File: src/rtl/hwd_pkg.sv
`timescale 1ns / 1ps
// Package for the handshake watchdog: state and LED codes, register indexes,
// configuration and item structs. Used by every other file of the block.

package hwd_pkg;

	localparam int unsigned CfgDataW  = 32;
	localparam int unsigned CfgIndexW = 3;
	localparam int unsigned TimeoutW  = 32;
	localparam int unsigned PeriodW   = 16;
	localparam int unsigned ElapsedW  = 16;

	localparam logic [CfgIndexW-1:0] REG_BOOT_TIMEOUT = 3'd0;
	localparam logic [CfgIndexW-1:0] REG_RUN_TIMEOUT  = 3'd1;
	localparam logic [CfgIndexW-1:0] REG_OFF_TIME     = 3'd2;
	localparam logic [CfgIndexW-1:0] REG_BOOT_BLINK   = 3'd3;
	localparam logic [CfgIndexW-1:0] REG_RUN_BLINK    = 3'd4;
	localparam logic [CfgIndexW-1:0] REG_OFF_BLINK    = 3'd5;

	localparam logic [TimeoutW-1:0] BOOT_TIMEOUT_RST = 32'd60000;
	localparam logic [TimeoutW-1:0] RUN_TIMEOUT_RST  = 32'd5000;
	localparam logic [TimeoutW-1:0] OFF_TIME_RST     = 32'd5000;
	localparam logic [PeriodW-1:0]  BOOT_BLINK_RST   = 16'd500;
	localparam logic [PeriodW-1:0]  RUN_BLINK_RST    = 16'd1000;
	localparam logic [PeriodW-1:0]  OFF_BLINK_RST    = 16'd100;

	typedef enum logic [1:0] {
		MODE_BOOT = 2'd0,
		MODE_RUN  = 2'd1,
		MODE_OFF  = 2'd2
	} wd_mode_t;

	typedef enum logic [1:0] {
		LED_DARK  = 2'd0,
		LED_ON    = 2'd1,
		LED_BLINK = 2'd2
	} led_t;

	typedef struct packed {
		logic [TimeoutW-1:0] boot_timeout_ms;
		logic [TimeoutW-1:0] run_timeout_ms;
		logic [TimeoutW-1:0] off_time_ms;
		logic [PeriodW-1:0]  boot_blink_ms;
		logic [PeriodW-1:0]  run_blink_ms;
		logic [PeriodW-1:0]  off_blink_ms;
	} cfg_t;

	typedef struct packed {
		logic                wd_enable;
		logic                host_level;
		logic [ElapsedW-1:0] elapsed_ms;
	} tick_t;

	typedef struct packed {
		logic               power_enable;
		logic               master_level;
		led_t               led_mode;
		logic [PeriodW-1:0] blink_period_ms;
		wd_mode_t           wd_state;
	} result_t;

endpackage

File: src/rtl/hwd_if.sv
`timescale 1ns / 1ps
// Valid/ready channel interfaces for tick items and result items.
// Depends on hwd_pkg for the field widths.

interface hwd_tick_if;
	import hwd_pkg::*;
	logic                valid;
	logic                ready;
	logic                wd_enable;
	logic                host_level;
	logic [ElapsedW-1:0] elapsed_ms;

	modport source (output valid, wd_enable, host_level, elapsed_ms, input ready);
	modport sink (input valid, wd_enable, host_level, elapsed_ms, output ready);
endinterface

interface hwd_status_if;
	import hwd_pkg::*;
	logic               valid;
	logic               ready;
	logic               power_enable;
	logic               master_level;
	logic [1:0]         led_mode;
	logic [PeriodW-1:0] blink_period_ms;
	logic [1:0]         wd_state;

	modport source (output valid, power_enable, master_level, led_mode,
		blink_period_ms, wd_state, input ready);
	modport sink (input valid, power_enable, master_level, led_mode,
		blink_period_ms, wd_state, output ready);
endinterface

File: src/rtl/hwd_cfg_regs.sv
`timescale 1ns / 1ps
// Configuration register file of the watchdog, written through a plain write port.
// Depends on hwd_pkg.

module hwd_cfg_regs
	import hwd_pkg::*;
(
	input  logic                 clk,
	input  logic                 arst_n,
	input  logic                 cfg_we,
	input  logic [CfgIndexW-1:0] cfg_index,
	input  logic [CfgDataW-1:0]  cfg_wdata,
	output cfg_t                 cfg
);

	cfg_t cfg_q;

	always_ff @(posedge clk or negedge arst_n) begin
		if (!arst_n) begin
			cfg_q.boot_timeout_ms <= BOOT_TIMEOUT_RST;
			cfg_q.run_timeout_ms  <= RUN_TIMEOUT_RST;
			cfg_q.off_time_ms     <= OFF_TIME_RST;
			cfg_q.boot_blink_ms   <= BOOT_BLINK_RST;
			cfg_q.run_blink_ms    <= RUN_BLINK_RST;
			cfg_q.off_blink_ms    <= OFF_BLINK_RST;
		end else if (cfg_we) begin
			unique case (cfg_index)
				REG_BOOT_TIMEOUT: cfg_q.boot_timeout_ms <= cfg_wdata[TimeoutW-1:0];
				REG_RUN_TIMEOUT:  cfg_q.run_timeout_ms  <= cfg_wdata[TimeoutW-1:0];
				REG_OFF_TIME:     cfg_q.off_time_ms     <= cfg_wdata[TimeoutW-1:0];
				REG_BOOT_BLINK:   cfg_q.boot_blink_ms   <= cfg_wdata[PeriodW-1:0];
				REG_RUN_BLINK:    cfg_q.run_blink_ms    <= cfg_wdata[PeriodW-1:0];
				REG_OFF_BLINK:    cfg_q.off_blink_ms    <= cfg_wdata[PeriodW-1:0];
				default: ;
			endcase
		end
	end

	assign cfg = cfg_q;

endmodule

File: src/rtl/hwd_core.sv
`timescale 1ns / 1ps
// Watchdog state machine: timer, mode, master and power registers and the
// next-state logic applied to one registered tick item. Depends on hwd_pkg.

module hwd_core
	import hwd_pkg::*;
(
	input  logic    clk,
	input  logic    arst_n,
	input  logic    step,
	input  tick_t   item,
	input  cfg_t    cfg,
	output result_t result
);

	wd_mode_t            mode_q, mode_n;
	logic [TimeoutW-1:0] timer_q, timer_n, timer_sat;
	logic [TimeoutW:0]   timer_sum;
	logic                master_q, master_n;
	logic                power_q, power_n;
	led_t                led;

	always_ff @(posedge clk or negedge arst_n) begin
		if (!arst_n) begin
			mode_q   <= MODE_BOOT;
			timer_q  <= '0;
			master_q <= 1'b1;
			power_q  <= 1'b1;
		end else if (step) begin
			mode_q   <= mode_n;
			timer_q  <= timer_n;
			master_q <= master_n;
			power_q  <= power_n;
		end
	end

	assign timer_sum = {1'b0, timer_q} + {{(TimeoutW + 1 - ElapsedW){1'b0}}, item.elapsed_ms};
	assign timer_sat = timer_sum[TimeoutW] ? '1 : timer_sum[TimeoutW-1:0];

	always_comb begin
		mode_n   = mode_q;
		timer_n  = '0;
		master_n = master_q;
		power_n  = power_q;
		led      = LED_DARK;
		if (item.wd_enable) begin
			timer_n = timer_sat;
			unique case (mode_q)
				MODE_BOOT: begin
					if (timer_sat < cfg.boot_timeout_ms) begin
						if (item.host_level) begin
							mode_n  = MODE_RUN;
							timer_n = '0;
						end
					end else begin
						mode_n   = MODE_OFF;
						timer_n  = '0;
						master_n = 1'b1;
						power_n  = 1'b0;
					end
				end
				MODE_RUN: begin
					if (timer_sat < cfg.run_timeout_ms) begin
						if (master_q == item.host_level) begin
							master_n = ~item.host_level;
							timer_n  = '0;
						end
					end else begin
						mode_n   = MODE_OFF;
						timer_n  = '0;
						master_n = 1'b1;
						power_n  = 1'b0;
					end
				end
				MODE_OFF: begin
					if (timer_sat >= cfg.off_time_ms) begin
						mode_n  = MODE_BOOT;
						timer_n = '0;
						power_n = 1'b1;
					end
				end
				default: begin
					mode_n   = MODE_OFF;
					timer_n  = '0;
					master_n = 1'b1;
					power_n  = 1'b0;
				end
			endcase
			led = (mode_n == MODE_OFF) ? LED_ON : LED_BLINK;
		end
	end

	always_comb begin
		result.power_enable = power_n;
		result.master_level = master_n;
		result.led_mode     = led;
		result.wd_state     = mode_n;
		unique case (mode_n)
			MODE_BOOT: result.blink_period_ms = cfg.boot_blink_ms;
			MODE_RUN:  result.blink_period_ms = cfg.run_blink_ms;
			default:   result.blink_period_ms = cfg.off_blink_ms;
		endcase
	end

`ifndef NO_ASSERTIONS
	a_power_cut_only_off: assert property (@(posedge clk) disable iff (!arst_n)
		(power_q == 1'b0) == (mode_q == MODE_OFF))
		else $error("power line and power-off state disagree");

	a_disabled_clears_timer: assert property (@(posedge clk) disable iff (!arst_n)
		step && !item.wd_enable |=> timer_q == '0)
		else $error("timer not cleared by a disabled tick");

	a_timeout_cuts_power: assert property (@(posedge clk) disable iff (!arst_n)
		step && item.wd_enable && mode_q == MODE_RUN && timer_sat >= cfg.run_timeout_ms
		|=> mode_q == MODE_OFF && master_q && timer_q == '0)
		else $error("run timeout did not enter power off");
`endif

endmodule

File: src/rtl/handshake_watchdog_fsm.sv
`timescale 1ns / 1ps
// Handshake watchdog top level: input register, state machine step, result register.
// An accepted tick item's result is registered after its state machine step; one item per cycle
// while status.ready holds; the state update between the two registers is combinational.
// Reset (arst_n low) empties both registers, restores the register defaults and
// puts the watchdog in booting with host power on. Depends on hwd_pkg and hwd_if.

module handshake_watchdog_fsm
	import hwd_pkg::*;
(
	input  logic                 clk,
	input  logic                 arst_n,
	hwd_tick_if.sink             tick,
	hwd_status_if.source         status,
	input  logic                 cfg_we,
	input  logic [CfgIndexW-1:0] cfg_index,
	input  logic [CfgDataW-1:0]  cfg_wdata
);

	cfg_t    cfg;
	tick_t   tick_s1;
	logic    valid_s1;
	result_t res_comb;
	result_t res_s2;
	logic    valid_s2;
	logic    adv;

	hwd_cfg_regs u_cfg (
		.clk       (clk),
		.arst_n    (arst_n),
		.cfg_we    (cfg_we),
		.cfg_index (cfg_index),
		.cfg_wdata (cfg_wdata),
		.cfg       (cfg)
	);

	hwd_core u_core (
		.clk    (clk),
		.arst_n (arst_n),
		.step   (adv),
		.item   (tick_s1),
		.cfg    (cfg),
		.result (res_comb)
	);

	assign adv        = valid_s1 && (!valid_s2 || status.ready);
	assign tick.ready = !valid_s1 || adv;

	always_ff @(posedge clk or negedge arst_n) begin
		if (!arst_n) begin
			valid_s1 <= 1'b0;
			valid_s2 <= 1'b0;
		end else begin
			if (tick.ready) begin
				valid_s1 <= tick.valid;
			end
			if (adv) begin
				valid_s2 <= 1'b1;
			end else if (status.ready) begin
				valid_s2 <= 1'b0;
			end
		end
	end

	always_ff @(posedge clk) begin
		if (tick.valid && tick.ready) begin
			tick_s1.wd_enable  <= tick.wd_enable;
			tick_s1.host_level <= tick.host_level;
			tick_s1.elapsed_ms <= tick.elapsed_ms;
		end
		if (adv) begin
			res_s2 <= res_comb;
		end
	end

	assign status.valid           = valid_s2;
	assign status.power_enable    = res_s2.power_enable;
	assign status.master_level    = res_s2.master_level;
	assign status.led_mode        = res_s2.led_mode;
	assign status.blink_period_ms = res_s2.blink_period_ms;
	assign status.wd_state        = res_s2.wd_state;

`ifndef NO_ASSERTIONS
	a_adv_fills_output: assert property (@(posedge clk) disable iff (!arst_n)
		adv |=> valid_s2)
		else $error("result register empty after a step");

	a_no_overwrite_s1: assert property (@(posedge clk) disable iff (!arst_n)
		valid_s1 && tick.ready |-> adv)
		else $error("input register overwritten before its step");

	a_held_result: assert property (@(posedge clk) disable iff (!arst_n)
		valid_s2 && !status.ready |=> valid_s2 && !$past(adv))
		else $error("stalled result replaced");
`endif

endmodule

File: src/flat_wrapper.sv
// flat-port wrapper written by rule: the top's interface ports become plain ports
module handshake_watchdog_fsm_flat import hwd_pkg::*;
  (clk, arst_n, cfg_we, cfg_index, cfg_wdata, tick_valid, tick_wd_enable, tick_host_level, tick_elapsed_ms, tick_ready, status_valid, status_power_enable, status_master_level, status_led_mode, status_blink_period_ms, status_wd_state, status_ready);
  hwd_tick_if tick_i ();
  hwd_status_if status_i ();
  input  logic clk;
  input  logic arst_n;
  input  logic cfg_we;
  input  logic [CfgIndexW-1:0] cfg_index;
  input  logic [CfgDataW-1:0] cfg_wdata;
  input wire logic [$bits(tick_i.valid)-1:0] tick_valid;
  input wire logic [$bits(tick_i.wd_enable)-1:0] tick_wd_enable;
  input wire logic [$bits(tick_i.host_level)-1:0] tick_host_level;
  input wire logic [$bits(tick_i.elapsed_ms)-1:0] tick_elapsed_ms;
  output wire logic [$bits(tick_i.ready)-1:0] tick_ready;
  output wire logic [$bits(status_i.valid)-1:0] status_valid;
  output wire logic [$bits(status_i.power_enable)-1:0] status_power_enable;
  output wire logic [$bits(status_i.master_level)-1:0] status_master_level;
  output wire logic [$bits(status_i.led_mode)-1:0] status_led_mode;
  output wire logic [$bits(status_i.blink_period_ms)-1:0] status_blink_period_ms;
  output wire logic [$bits(status_i.wd_state)-1:0] status_wd_state;
  input wire logic [$bits(status_i.ready)-1:0] status_ready;
  assign tick_i.valid = tick_valid;
  assign tick_i.wd_enable = tick_wd_enable;
  assign tick_i.host_level = tick_host_level;
  assign tick_i.elapsed_ms = tick_elapsed_ms;
  assign tick_ready = tick_i.ready;
  assign status_valid = status_i.valid;
  assign status_power_enable = status_i.power_enable;
  assign status_master_level = status_i.master_level;
  assign status_led_mode = status_i.led_mode;
  assign status_blink_period_ms = status_i.blink_period_ms;
  assign status_wd_state = status_i.wd_state;
  assign status_i.ready = status_ready;
  handshake_watchdog_fsm u_core (.clk(clk), .arst_n(arst_n), .tick(tick_i), .status(status_i), .cfg_we(cfg_we), .cfg_index(cfg_index), .cfg_wdata(cfg_wdata));
endmodule
File: config.mk
export PLATFORM = sky130hd
export DESIGN_NAME = handshake_watchdog_fsm_flat
export DESIGN_NICKNAME = d
export VERILOG_FILES = /design/src/rtl/hwd_pkg.sv /design/src/rtl/hwd_if.sv /design/src/rtl/hwd_cfg_regs.sv /design/src/rtl/hwd_core.sv /design/src/rtl/handshake_watchdog_fsm.sv /design/src/flat_wrapper.sv
export SDC_FILE = /design/constraint.sdc
export NUM_CORES = 1
export LEC_CHECK = 0
export ABC_AREA = 1
export ABC_CLOCK_PERIOD_IN_PS = 8800
export CORE_AREA = 2 2 162 164
export CTS_CLUSTER_SIZE = 20
export DETAILED_ROUTE_END_ITERATION = 6
export DIE_AREA = 0 0 164 166
export DONT_BUFFER_PORTS = 1
export SETUP_SLACK_MARGIN = 0.4
export SYNTH_ARGS = -nofsm -noshare
export SYNTH_HDL_FRONTEND = slang
export SYNTH_SLANG_ARGS = --single-unit
File: constraint.sdc
create_clock -name clk -period 8.8 [get_ports clk]
set_input_delay 1.32 -clock clk [delete_from_list [all_inputs] [get_ports clk]]
set_output_delay 1.32 -clock clk [all_outputs]
set_load 0.02 [all_outputs]
==> results of run 1 <==
==> where the power goes <==
group / total (mW) / switching [mW] / internal, mW
Clock: 1.06 / 0.432 / 0.628
Combinational: 1.44 / 0.917 / 0.523
Sequential: 1.46 / 0.163 / 1.29
Total: 3.96 / 1.51 / 2.45
==> critical path, stage by stage (launching register included) <==
cell,delay (ns)
dfrtp_1,0.38
ha_1,0.37
a21oi_1,0.16
nand2_1,0.09
a31oi_1,0.27
o21ai_1,0.14
a21oi_1,0.29
nor2_1,0.07
nor2_1,0.22
inv_1,0.07
nand2_1,0.09
nor2_1,0.07
nand2_1,0.06
nor3b_1,0.29
inv_1,0.16
ha_1,0.31
a21oi_1,0.13
o21ai_0,0.11
nand4_1,0.08
a21oi_1,0.06
or4_1,0.40
a21oi_1,0.26
nand2_1,0.11
nand2_2,0.11
nand4_4,0.32
nand2_4,0.48
nand3_1,0.14
nand3_1,0.12
==> layout make-up <==
cell class              instances  area, um2  share of cell area
flip-flops and latches        222       5800               0.431
well taps                     335        419              0.0312
repair buffers                  4       30.0             0.00223
clock buffers                  33        707              0.0525
clock inverters                13        134             0.00995
multi-input cells             951       5460               0.406
inverters                     240        901              0.0670
==> layout by cell type, fill, tap and decap left out, drive strengths merged <==
cell type / n
ha: 112
a31oi: 5
xnor2: 3
nand2: 317
nand4: 15
nand3: 92
or2: 4
a211o: 1
dfstp: 34
dfrtp: 148
o21a: 2
or3: 1
nor3b: 1
a21o: 2
a21oi: 65
nor3: 21
o221ai: 1
clkinvlp: 1
fa: 1
nor2: 83
a211oi: 4
inv: 240
clkinv: 10
o221a: 1
o21bai: 2
and3: 2
o211ai: 2
or4: 1
xor2: 3
edfxtp: 40
nor4: 3
bufinv: 2
buf: 4
a2111oi: 2
o22ai: 15
clkbuf: 33
o21ai: 190
==> state kept, by name, summed over array words and instances (netlist names) <==
signal and flops:
u_core.status.blink_period_ms 16, u_core.status.led_mode 2, u_core.status.master_level 1, u_core.status.power_enable 1, u_core.status.valid 1, u_core.status.wd_state 2, u_core.tick_s1 18, u_core.u_cfg.cfg 144
u_core.u_core.master_q 1, u_core.u_core.mode_q 2, u_core.u_core.power_q 1, u_core.u_core.timer_q 32, u_core.valid_s1 1
==> routing by layer <==
metal / share of wire / vias up / track usage
met5: 0 / - / 0
met4: 0.016 / 0 / 0.0397
met3: 0.048 / 34 / 0.0387
met2: 0.43 / 188 / 0.325
met1: 0.51 / 4399 / 0.333
li1: - / 4768 / -
==> how the worst min path moves through the flow <==
stage,start,to,slack (ns),depth (start not counted)
after global placement,u_core.u_cfg.cfg[26],u_core.u_cfg.cfg[26],0.47,2
after detailed placement,u_core.u_cfg.cfg[75],u_core.u_cfg.cfg[75],0.47,2
after CTS,arst_n,u_core.u_cfg.cfg[99],0.46,0
after global routing,arst_n,u_core.u_cfg.cfg[138],0.46,0
after floorplan,u_core.u_cfg.cfg[100],u_core.u_cfg.cfg[100],0.45,2
final,arst_n,u_core.u_cfg.cfg[138],0.48,0
==> kinds of logic (layout without fill, tap and decap cells) <==
group / Yosys count / in the layout / synth area share
XOR/XNOR: 6 / 6 / 0.00425
adder cells (fa/ha/maj): 113 / 113 / 0.115
AND/OR/NAND/NOR: 540 / 540 / 0.193
flip-flops: 222 / 222 / 0.469
buffers and inverters: 285 / 290 / 0.0901
AO/OA/AOI/OAI: 292 / 292 / 0.129
==> impl_metrics.toml, run 1 <==
[drt]
route.detailed.drc = 0
detail_route.wl_per_cell_um = 16.1
via_count = 9389
ant_nets = 0
wl_um = 28900
drtPass1Iterations = 5
drt-initial-drc-count = 679
via_per_inst = 5.22

[worst_setup_path]
cp-end-kind = "flop"
timing.rr.start = "u_core.u_core.timer_q[2]"
r2r_end = "u_core.status.blink_period_ms[1]"
critPathMaxFanout = 34
rrSetupSlack_ns = 3.27
worstSetupStartpointType = "flop"
crit_arrival_ns = 5.93
crit_end = "u_core.status.blink_period_ms[1]"
reg2reg_depth = 27
required_ns = 9.20
crit_type = "reg2reg"
crit_path_start = "u_core.u_core.timer_q[2]"

[timing]
clock_skew_ns = 0.0112
worstMarginPinSlew_ns = 1.17
setup_violations = 0
relSlewSlack = 0.217
whs_ns = 0.479
layout_worst_path_cycle_share = 0.629
setup_tns_ns = 0
min_period_ns = 5.53
drv_slew = 0
finalWorstSetupSlack_ns = 3.27
fmax_mhz = 181
hold_violations = 0
rsz0062_at_grt = "no"

[clocking]
cts_setup_buffers = 0
htreeDepth = 1
cts_tree = "built"
cts_root_buffer = "clkbuf_16"
clock_latency_ns = 0.54
clockBufferDepth = 3
path_clk_slew_ns = 0.06
clock_sinks = 222
cts_resized = 0
cts_buffers = 25
holdBufCountCts = 0

[grt]
antenna_found_initial = 0
grt_pass1_vias = 9047
grt_max_degree = 183
grt_pass1_wl_um = 47700
grt_usage = 0.217
gr-total-overflow = 0

[placed_design]
dp_hpwl_um = 20100
place_inst = 1752
dp_slack_ns = 3.32
io_buffers = 0
postPlaceCellArea_um2 = 12600
routabilityCongestion = 0.861

[logic_synthesis]
synth_most_common_cell = "nand2_1"
synth_area_per_cell_um2 = 8.48
yosys.area.top_type_share = 0.300
synth_area_um2 = 12400
ys.flop_type = "dfrtp_1"
synth_cell_types = 53
async_flop_share = 0.820
synthesis.instances = 1458
ys_top_cells_by_area = "dfrtp_1, ha_1, edfxtp_1"
synthTopCellsByCount = "nand2_1, inv_1, o21ai_0, dfrtp_1, ha_1"
ys.warnings.count = 0
syn_nets = 1629
seq_area_frac_synth = 0.469
synth_top_cell_by_area = "dfrtp_1"
synth_edf_count = 40
synth_seq_cells = 222

[power]
p_per_area_nw_per_um2 = 294
p_leak_nw = 6.74
vdd_ir_drop_max_uv = 189
power.total_mw = 3.96

[die]
die-width_um = 164
ios = 82
design.core.area_um2 = 25600
dieArea_um2 = 27200
dieHeight_um = 166
rows = 59
start_util = 0.483

[status]
status = "completed"

[cells_and_area]
layout.cells.non_filler = 1798
area_growth_pct = 8.79
finalInstanceArea_um2 = 13500
fillCellCount = 2382
nNetsFinal = 1615
final_core_util = 0.525
n_antenna_cell = 0
drive_above_1_share = 0.0875

[flow_run]
drv_cap = 0

[min_path]
hp-class = "in2async"
Power figures use the tool's default switching activity.
==> run 2: changes to the inputs <==
--- a/config.mk
+++ b/config.mk
@@ -6,7 +6,7 @@
 export NUM_CORES = 1
 export LEC_CHECK = 0
 export ABC_AREA = 1
-export ABC_CLOCK_PERIOD_IN_PS = 8800
+export ABC_CLOCK_PERIOD_IN_PS = 5200
 export CORE_AREA = 2 2 162 164
 export CTS_CLUSTER_SIZE = 20
 export DETAILED_ROUTE_END_ITERATION = 6
==> constraint.sdc (replaced) <==
create_clock -name clk -period 5.2 [get_ports clk]
set_input_delay 0.78 -clock clk [delete_from_list [all_inputs] [get_ports clk]]
set_output_delay 0.78 -clock clk [all_outputs]
set_load 0.02 [all_outputs]
==> run 2 against run 1 <==
Against the previous run:
- first-iteration DRC count increased by 13%
- clock-buffer cell count grew 5
- critical path depth unchanged
- via count grew 3.0%
- fmax is 19% higher
- die area unchanged
- global-route usage is 1.3 points higher
- clock power grew 72%
- design area up 5.9%
- register-to-register slack worse by 2.7 ns
- non-clock buffer count up 27
- cell count grew 1.8%
- highest routed layer unchanged
==> impl_metrics.toml, run 2 (synthesized netlist as in run 1, its figures left out) <==
[cells_and_area]
final_common_cell = "nand2_1"
fillCellCount = 2343
n_antenna_cell = 0
layout_common_cells = "nand2_1, inv_1, o21ai_0"
layout.cells.non_filler = 1831
largest_reg_flops = 144
drive_above_1_share = 0.158
nNetsFinal = 1647
area_growth_pct = 15.2

[drt]
detail_route.wl_per_cell_um = 17.1
wl_um = 31300
via_count = 9674
drt-initial-drc-count = 769
via_per_inst = 5.28
route.detailed.drc = 0
ant_nets = 0
drtPass1Iterations = 6

[placed_design]
io_buffers = 0
dp_hpwl_um = 20600
place_inst = 1755
routabilityCongestion = 0.885

[clocking]
clock_sinks = 222
cts_tree = "built"
htreeDepth = 1
path_clk_slew_ns = 0.06
clockBufferDepth = 3
cts_buffers = 26
cts_root_buffer = "clkbuf_16"
clock_latency_ns = 0.55

[grt]
antenna_found_initial = 0
gr-total-overflow = 0
grt_pass1_wl_um = 50200
grt_usage = 0.230
grt_max_degree = 149
grt_pass1_vias = 9402

[timing]
rsz0062_at_grt = "yes"
fmax_mhz = 216
min_period_ns = 4.63
worstMarginPinSlew_ns = 1.20
hold_violations = 0
setup_tns_ns = 0
drv_slew = 0
layout_worst_path_cycle_share = 0.891
clock_skew_ns = 0.0235
relSlewSlack = 0.198
setup_violations = 0

[worst_setup_path]
crit_slowest_cell = "edfxtp_1"
reg2reg_depth = 27
required_ns = 5.49
cp-end-kind = "flop"
timing.rr.start = "u_core.tick_s1[2]"
r2r_end = "u_core.status.blink_period_ms[13]"
critPathMaxFanout = 5
worstSetupStartpointType = "flop"
max_stage_delay_ns = 0.42
crit_path_start = "u_core.tick_s1[2]"
crit_type = "reg2reg"
crit_top_cell = "a21oi_2"
crit_arrival_ns = 4.93
rrSetupSlack_ns = 0.57

[die]
ios = 82
dieArea_um2 = 27200
die-width_um = 164
design.core.area_um2 = 25600
dieHeight_um = 166
start_util = 0.483
rows = 59

[status]
status = "completed"

[power]
power.total_mw = 7.11
p_leak_nw = 7.00
vdd_ir_drop_max_uv = 323
p_per_area_nw_per_um2 = 499

[min_path]
hp-class = "in2async"

[flow_run]
drv_cap = 0
-- run 2: cell type report --
cell class                      instances  area, um2  area share
Inverter                              240        907      0.0637
Clock inverter                         10       96.3     0.00676
Multi-Input combinational cell        955       5950       0.418
Tap cell                              335        419      0.0294
Clock buffer                           38        766      0.0537
Sequential cell                       222       5800       0.407
Timing Repair Buffer                   31        310      0.0218
-- run 2: how the worst max path moves through the flow --
stage | end | slack (ns)
floorplan | u_core.status.blink_period_ms[11] | 0.82
global placement | u_core.status.blink_period_ms[7] | 0.21
detailed placement | u_core.status.blink_period_ms[15] | 0.04
CTS | u_core.status.blink_period_ms[1] | 0.41
global route | u_core.status.blink_period_ms[1] | 0.32
finish | u_core.status.blink_period_ms[13] | 0.57
-- run 2: critical path: cells and delay by family (launching register included) --
kind / cells / cell delay [ns]
flops: 1 / 0.42
fa+ha+maj: 2 / 0.51
compound gates: 6 / 0.90
simple gates: 16 / 2.13
buf+inv: 3 / 0.43
-- run 2: what timing repair did --
item / in CTS / in global routing
buffers inserted: 2 / 21
hold endpoints to repair: 148 / 0
hold buffers: 1 / 0
resized for setup: 15 / 83
pin swaps: 1 / 26
endpoints found under the setup margin: 55 / 58
gates cloned: 0 / 4
-- run 2: routing by layer --
layer	share of wire	routed length, um	global-route usage
met4	0.019	601	0.0500
met3	0.047	1460	0.0375
met5	0	0	0
met2	0.45	14100	0.356
met1	0.48	15100	0.341
-- run 2: power by group --
group          total, mW  internal [mW]  switching [mW]
registers           2.48           2.19           0.293
logic               2.80           1.08            1.73
clock network       1.82           1.07           0.745
total               7.11           4.34            2.77
-- run 2: through the flow --
step                setup WS [ns]  instance area (um2)  hold WS (ns)  utilization
finish                      0.565                14300         0.105        0.556
global route                0.316                14300        0.0809        0.556
CTS                         0.408                13600        0.0838        0.532
detailed placement         0.0410                12600         0.473        0.493
global placement            0.210                12600         0.467        0.493
floorplan                   0.821                12400         0.453            -
==> run 3: changes to the inputs <==
--- a/config.mk
+++ b/config.mk
@@ -12,6 +12,7 @@
 export DETAILED_ROUTE_END_ITERATION = 6
 export DIE_AREA = 0 0 164 166
 export DONT_BUFFER_PORTS = 1
+export PLACE_DENSITY_LB_ADDON = 0.12
 export SETUP_SLACK_MARGIN = 0.4
 export SYNTH_ARGS = -nofsm -noshare
 export SYNTH_HDL_FRONTEND = slang
==> run 3 against run 2 <==
Against the previous run:
- flip-flop and latch count stayed put
- hold slack improved by 0.012 ns
- sequential power hardly changed
- die area unchanged
- cell count is 0.16% higher
- core utilization increased by 0.16 points
- largest power group unchanged
==> impl_metrics.toml, run 3 (synthesized netlist as in run 1, its figures left out) <==
[cells_and_area]
final_common_cell = "nand2_1"
fillCellCount = 2324
final_core_util = 0.558
n_antenna_cell = 0
layout_common_cells = "nand2_1, inv_1, o21ai_0"
nNetsFinal = 1651
layout.cells.non_filler = 1834
largest_reg_flops = 144
drive_above_1_share = 0.165
area_growth_pct = 15.6

[grt]
busiest_layer = "met2"
grt_max_degree = 149
grt_pass1_wl_um = 49500
antenna_found_initial = 0
met2_usage = 0.345
grt_util_met3 = 0.0387
gr-total-overflow = 0
grt_pass1_vias = 9410
grt_use_met1 = 0.344
grt_usage = 0.227

[die]
rows = 59
dieArea_um2 = 27200
start_util = 0.483
die-width_um = 164
design.core.area_um2 = 25600
ios = 82
dieHeight_um = 166

[clocking]
clockBufferDepth = 3
path_clk_slew_ns = 0.06
cts_buffers = 25
cts_tree = "built"
clock_latency_ns = 0.53
cts_root_buffer = "clkbuf_16"
clock_sinks = 222
htreeDepth = 1

[timing]
drv_slew = 0
setup_tns_ns = 0
clock_skew_ns = 0.00947
fmax_mhz = 210
finalWorstSetupSlack_ns = 0.445
hold_violations = 0
worstMarginPinSlew_ns = 1.15
min_period_ns = 4.76
layout_worst_path_cycle_share = 0.914
relSlewSlack = 0.228
setup_violations = 0
rsz0062_at_grt = "yes"

[worst_setup_path]
required_ns = 5.48
crit_slowest_cell = "or4_4"
cp-end-kind = "flop"
reg2reg_depth = 25
crit_top_cell = "a21oi_2"
crit_arrival_ns = 5.04
max_stage_delay_ns = 0.54
crit_type = "reg2reg"
timing.rr.start = "u_core.tick_s1[2]"
rrSetupSlack_ns = 0.44
r2r_end = "u_core.status.blink_period_ms[11]"
worstSetupStartpointType = "flop"
critPathMaxFanout = 7

[power]
p_per_area_nw_per_um2 = 487
vdd_ir_drop_max_uv = 322
p_leak_nw = 7.00

[status]
status = "completed"

[placed_design]
place_inst = 1759
dp_hpwl_um = 20300
routabilityCongestion = 0.874
io_buffers = 0
dp_slack_ns = 0.0625

[drt]
route.detailed.drc = 0
via_count = 9730
drtPass1Iterations = 6
drt-initial-drc-count = 638
wl_um = 31300
detail_route.wl_per_cell_um = 17.0
via_per_inst = 5.31
ant_nets = 0

[flow_run]
drv_cap = 0

[min_path]
hp-class = "in2async"
[run 3: changes by cell type in the layout (fill, tap and decap cells not counted), moves of 4 or more]
| cell | change |
|---|---|
| a21oi_1 | -4 |
| clkbuf_8 | -5 |
| clkinv_2 | +4 |
| nand2_1 | -4 |
| o21ai_0 | -4 |
[run 3: through the flow]
step | hold slack [ns] | total power, mW | area (um2)
2_1_floorplan | 0.453 | 4.32 | 12400
3_3_place_gp | 0.467 | 4.88 | 12700
3_5_place_dp | 0.473 | 4.94 | 12700
4_1_cts | 0.0923 | 6.72 | 13600
5_1_grt | 0.0937 | 7.57 | 14300
6_report | 0.117 | 6.96 | 14300
[run 3: final cells by class]
class | instances | area (um2) | share of cell area
Clock buffer | 31 | 668 | 0.0467
Clock inverter | 15 | 81.3 | 0.00569
Inverter | 240 | 905 | 0.0633
Multi-Input combinational cell | 956 | 6040 | 0.422
Sequential cell | 222 | 5800 | 0.406
Tap cell | 335 | 419 | 0.0293
Timing Repair Buffer | 35 | 384 | 0.0269
[run 3: metal layers]
| layer | vias up | share of wire |
|---|---|---|
| met5 | - | 0 |
| li1 | 4851 | - |
| met4 | 0 | 0.015 |
| met2 | 221 | 0.44 |
| met1 | 4624 | 0.49 |
| met3 | 34 | 0.057 |
[run 3: where the power goes]
part / switching, mW / internal [mW] / leakage (nW)
logic: 1.75 / 1.10 / 3.98
clock network: 0.716 / 0.911 / 0.374
registers: 0.293 / 2.19 / 2.64
[run 3: timing repair]
item                                   in CTS  in global routing
gates cloned                                2                  5
endpoints found under the hold margin     148                  0
buffers inserted                            2                 19
pin swaps                                   4                 33
gates resized for setup                    15                108
hold buffers                                1                  0
setup endpoints to repair                  52                 57
[run 3: worst max-delay path: cells and delay by family (launching register included)]
family                   cells  cell delay, ns
buffers and inverters        4            0.62
AO/OA/AOI/OAI                9            1.42
AND/OR/NAND/NOR             10            1.46
flip-flops                   1            0.41
adder cells (fa/ha/maj)      2            0.58
[run 3: worst max-delay path by stage]
stage / start / endpoint / slack (ns) / cells after the start
floorplan: u_core.u_core.timer_q[2] / u_core.status.blink_period_ms[11] / 0.82 / 26
global placement: u_core.u_core.timer_q[2] / u_core.status.blink_period_ms[6] / 0.20 / 27
detailed placement: u_core.u_core.timer_q[2] / u_core.status.blink_period_ms[0] / 0.06 / 27
CTS: u_core.tick_s1[14] / u_core.status.blink_period_ms[1] / 0.41 / 26
global route: u_core.tick_s1[2] / u_core.status.blink_period_ms[11] / 0.20 / 27
finish: u_core.tick_s1[2] / u_core.status.blink_period_ms[11] / 0.44 / 25
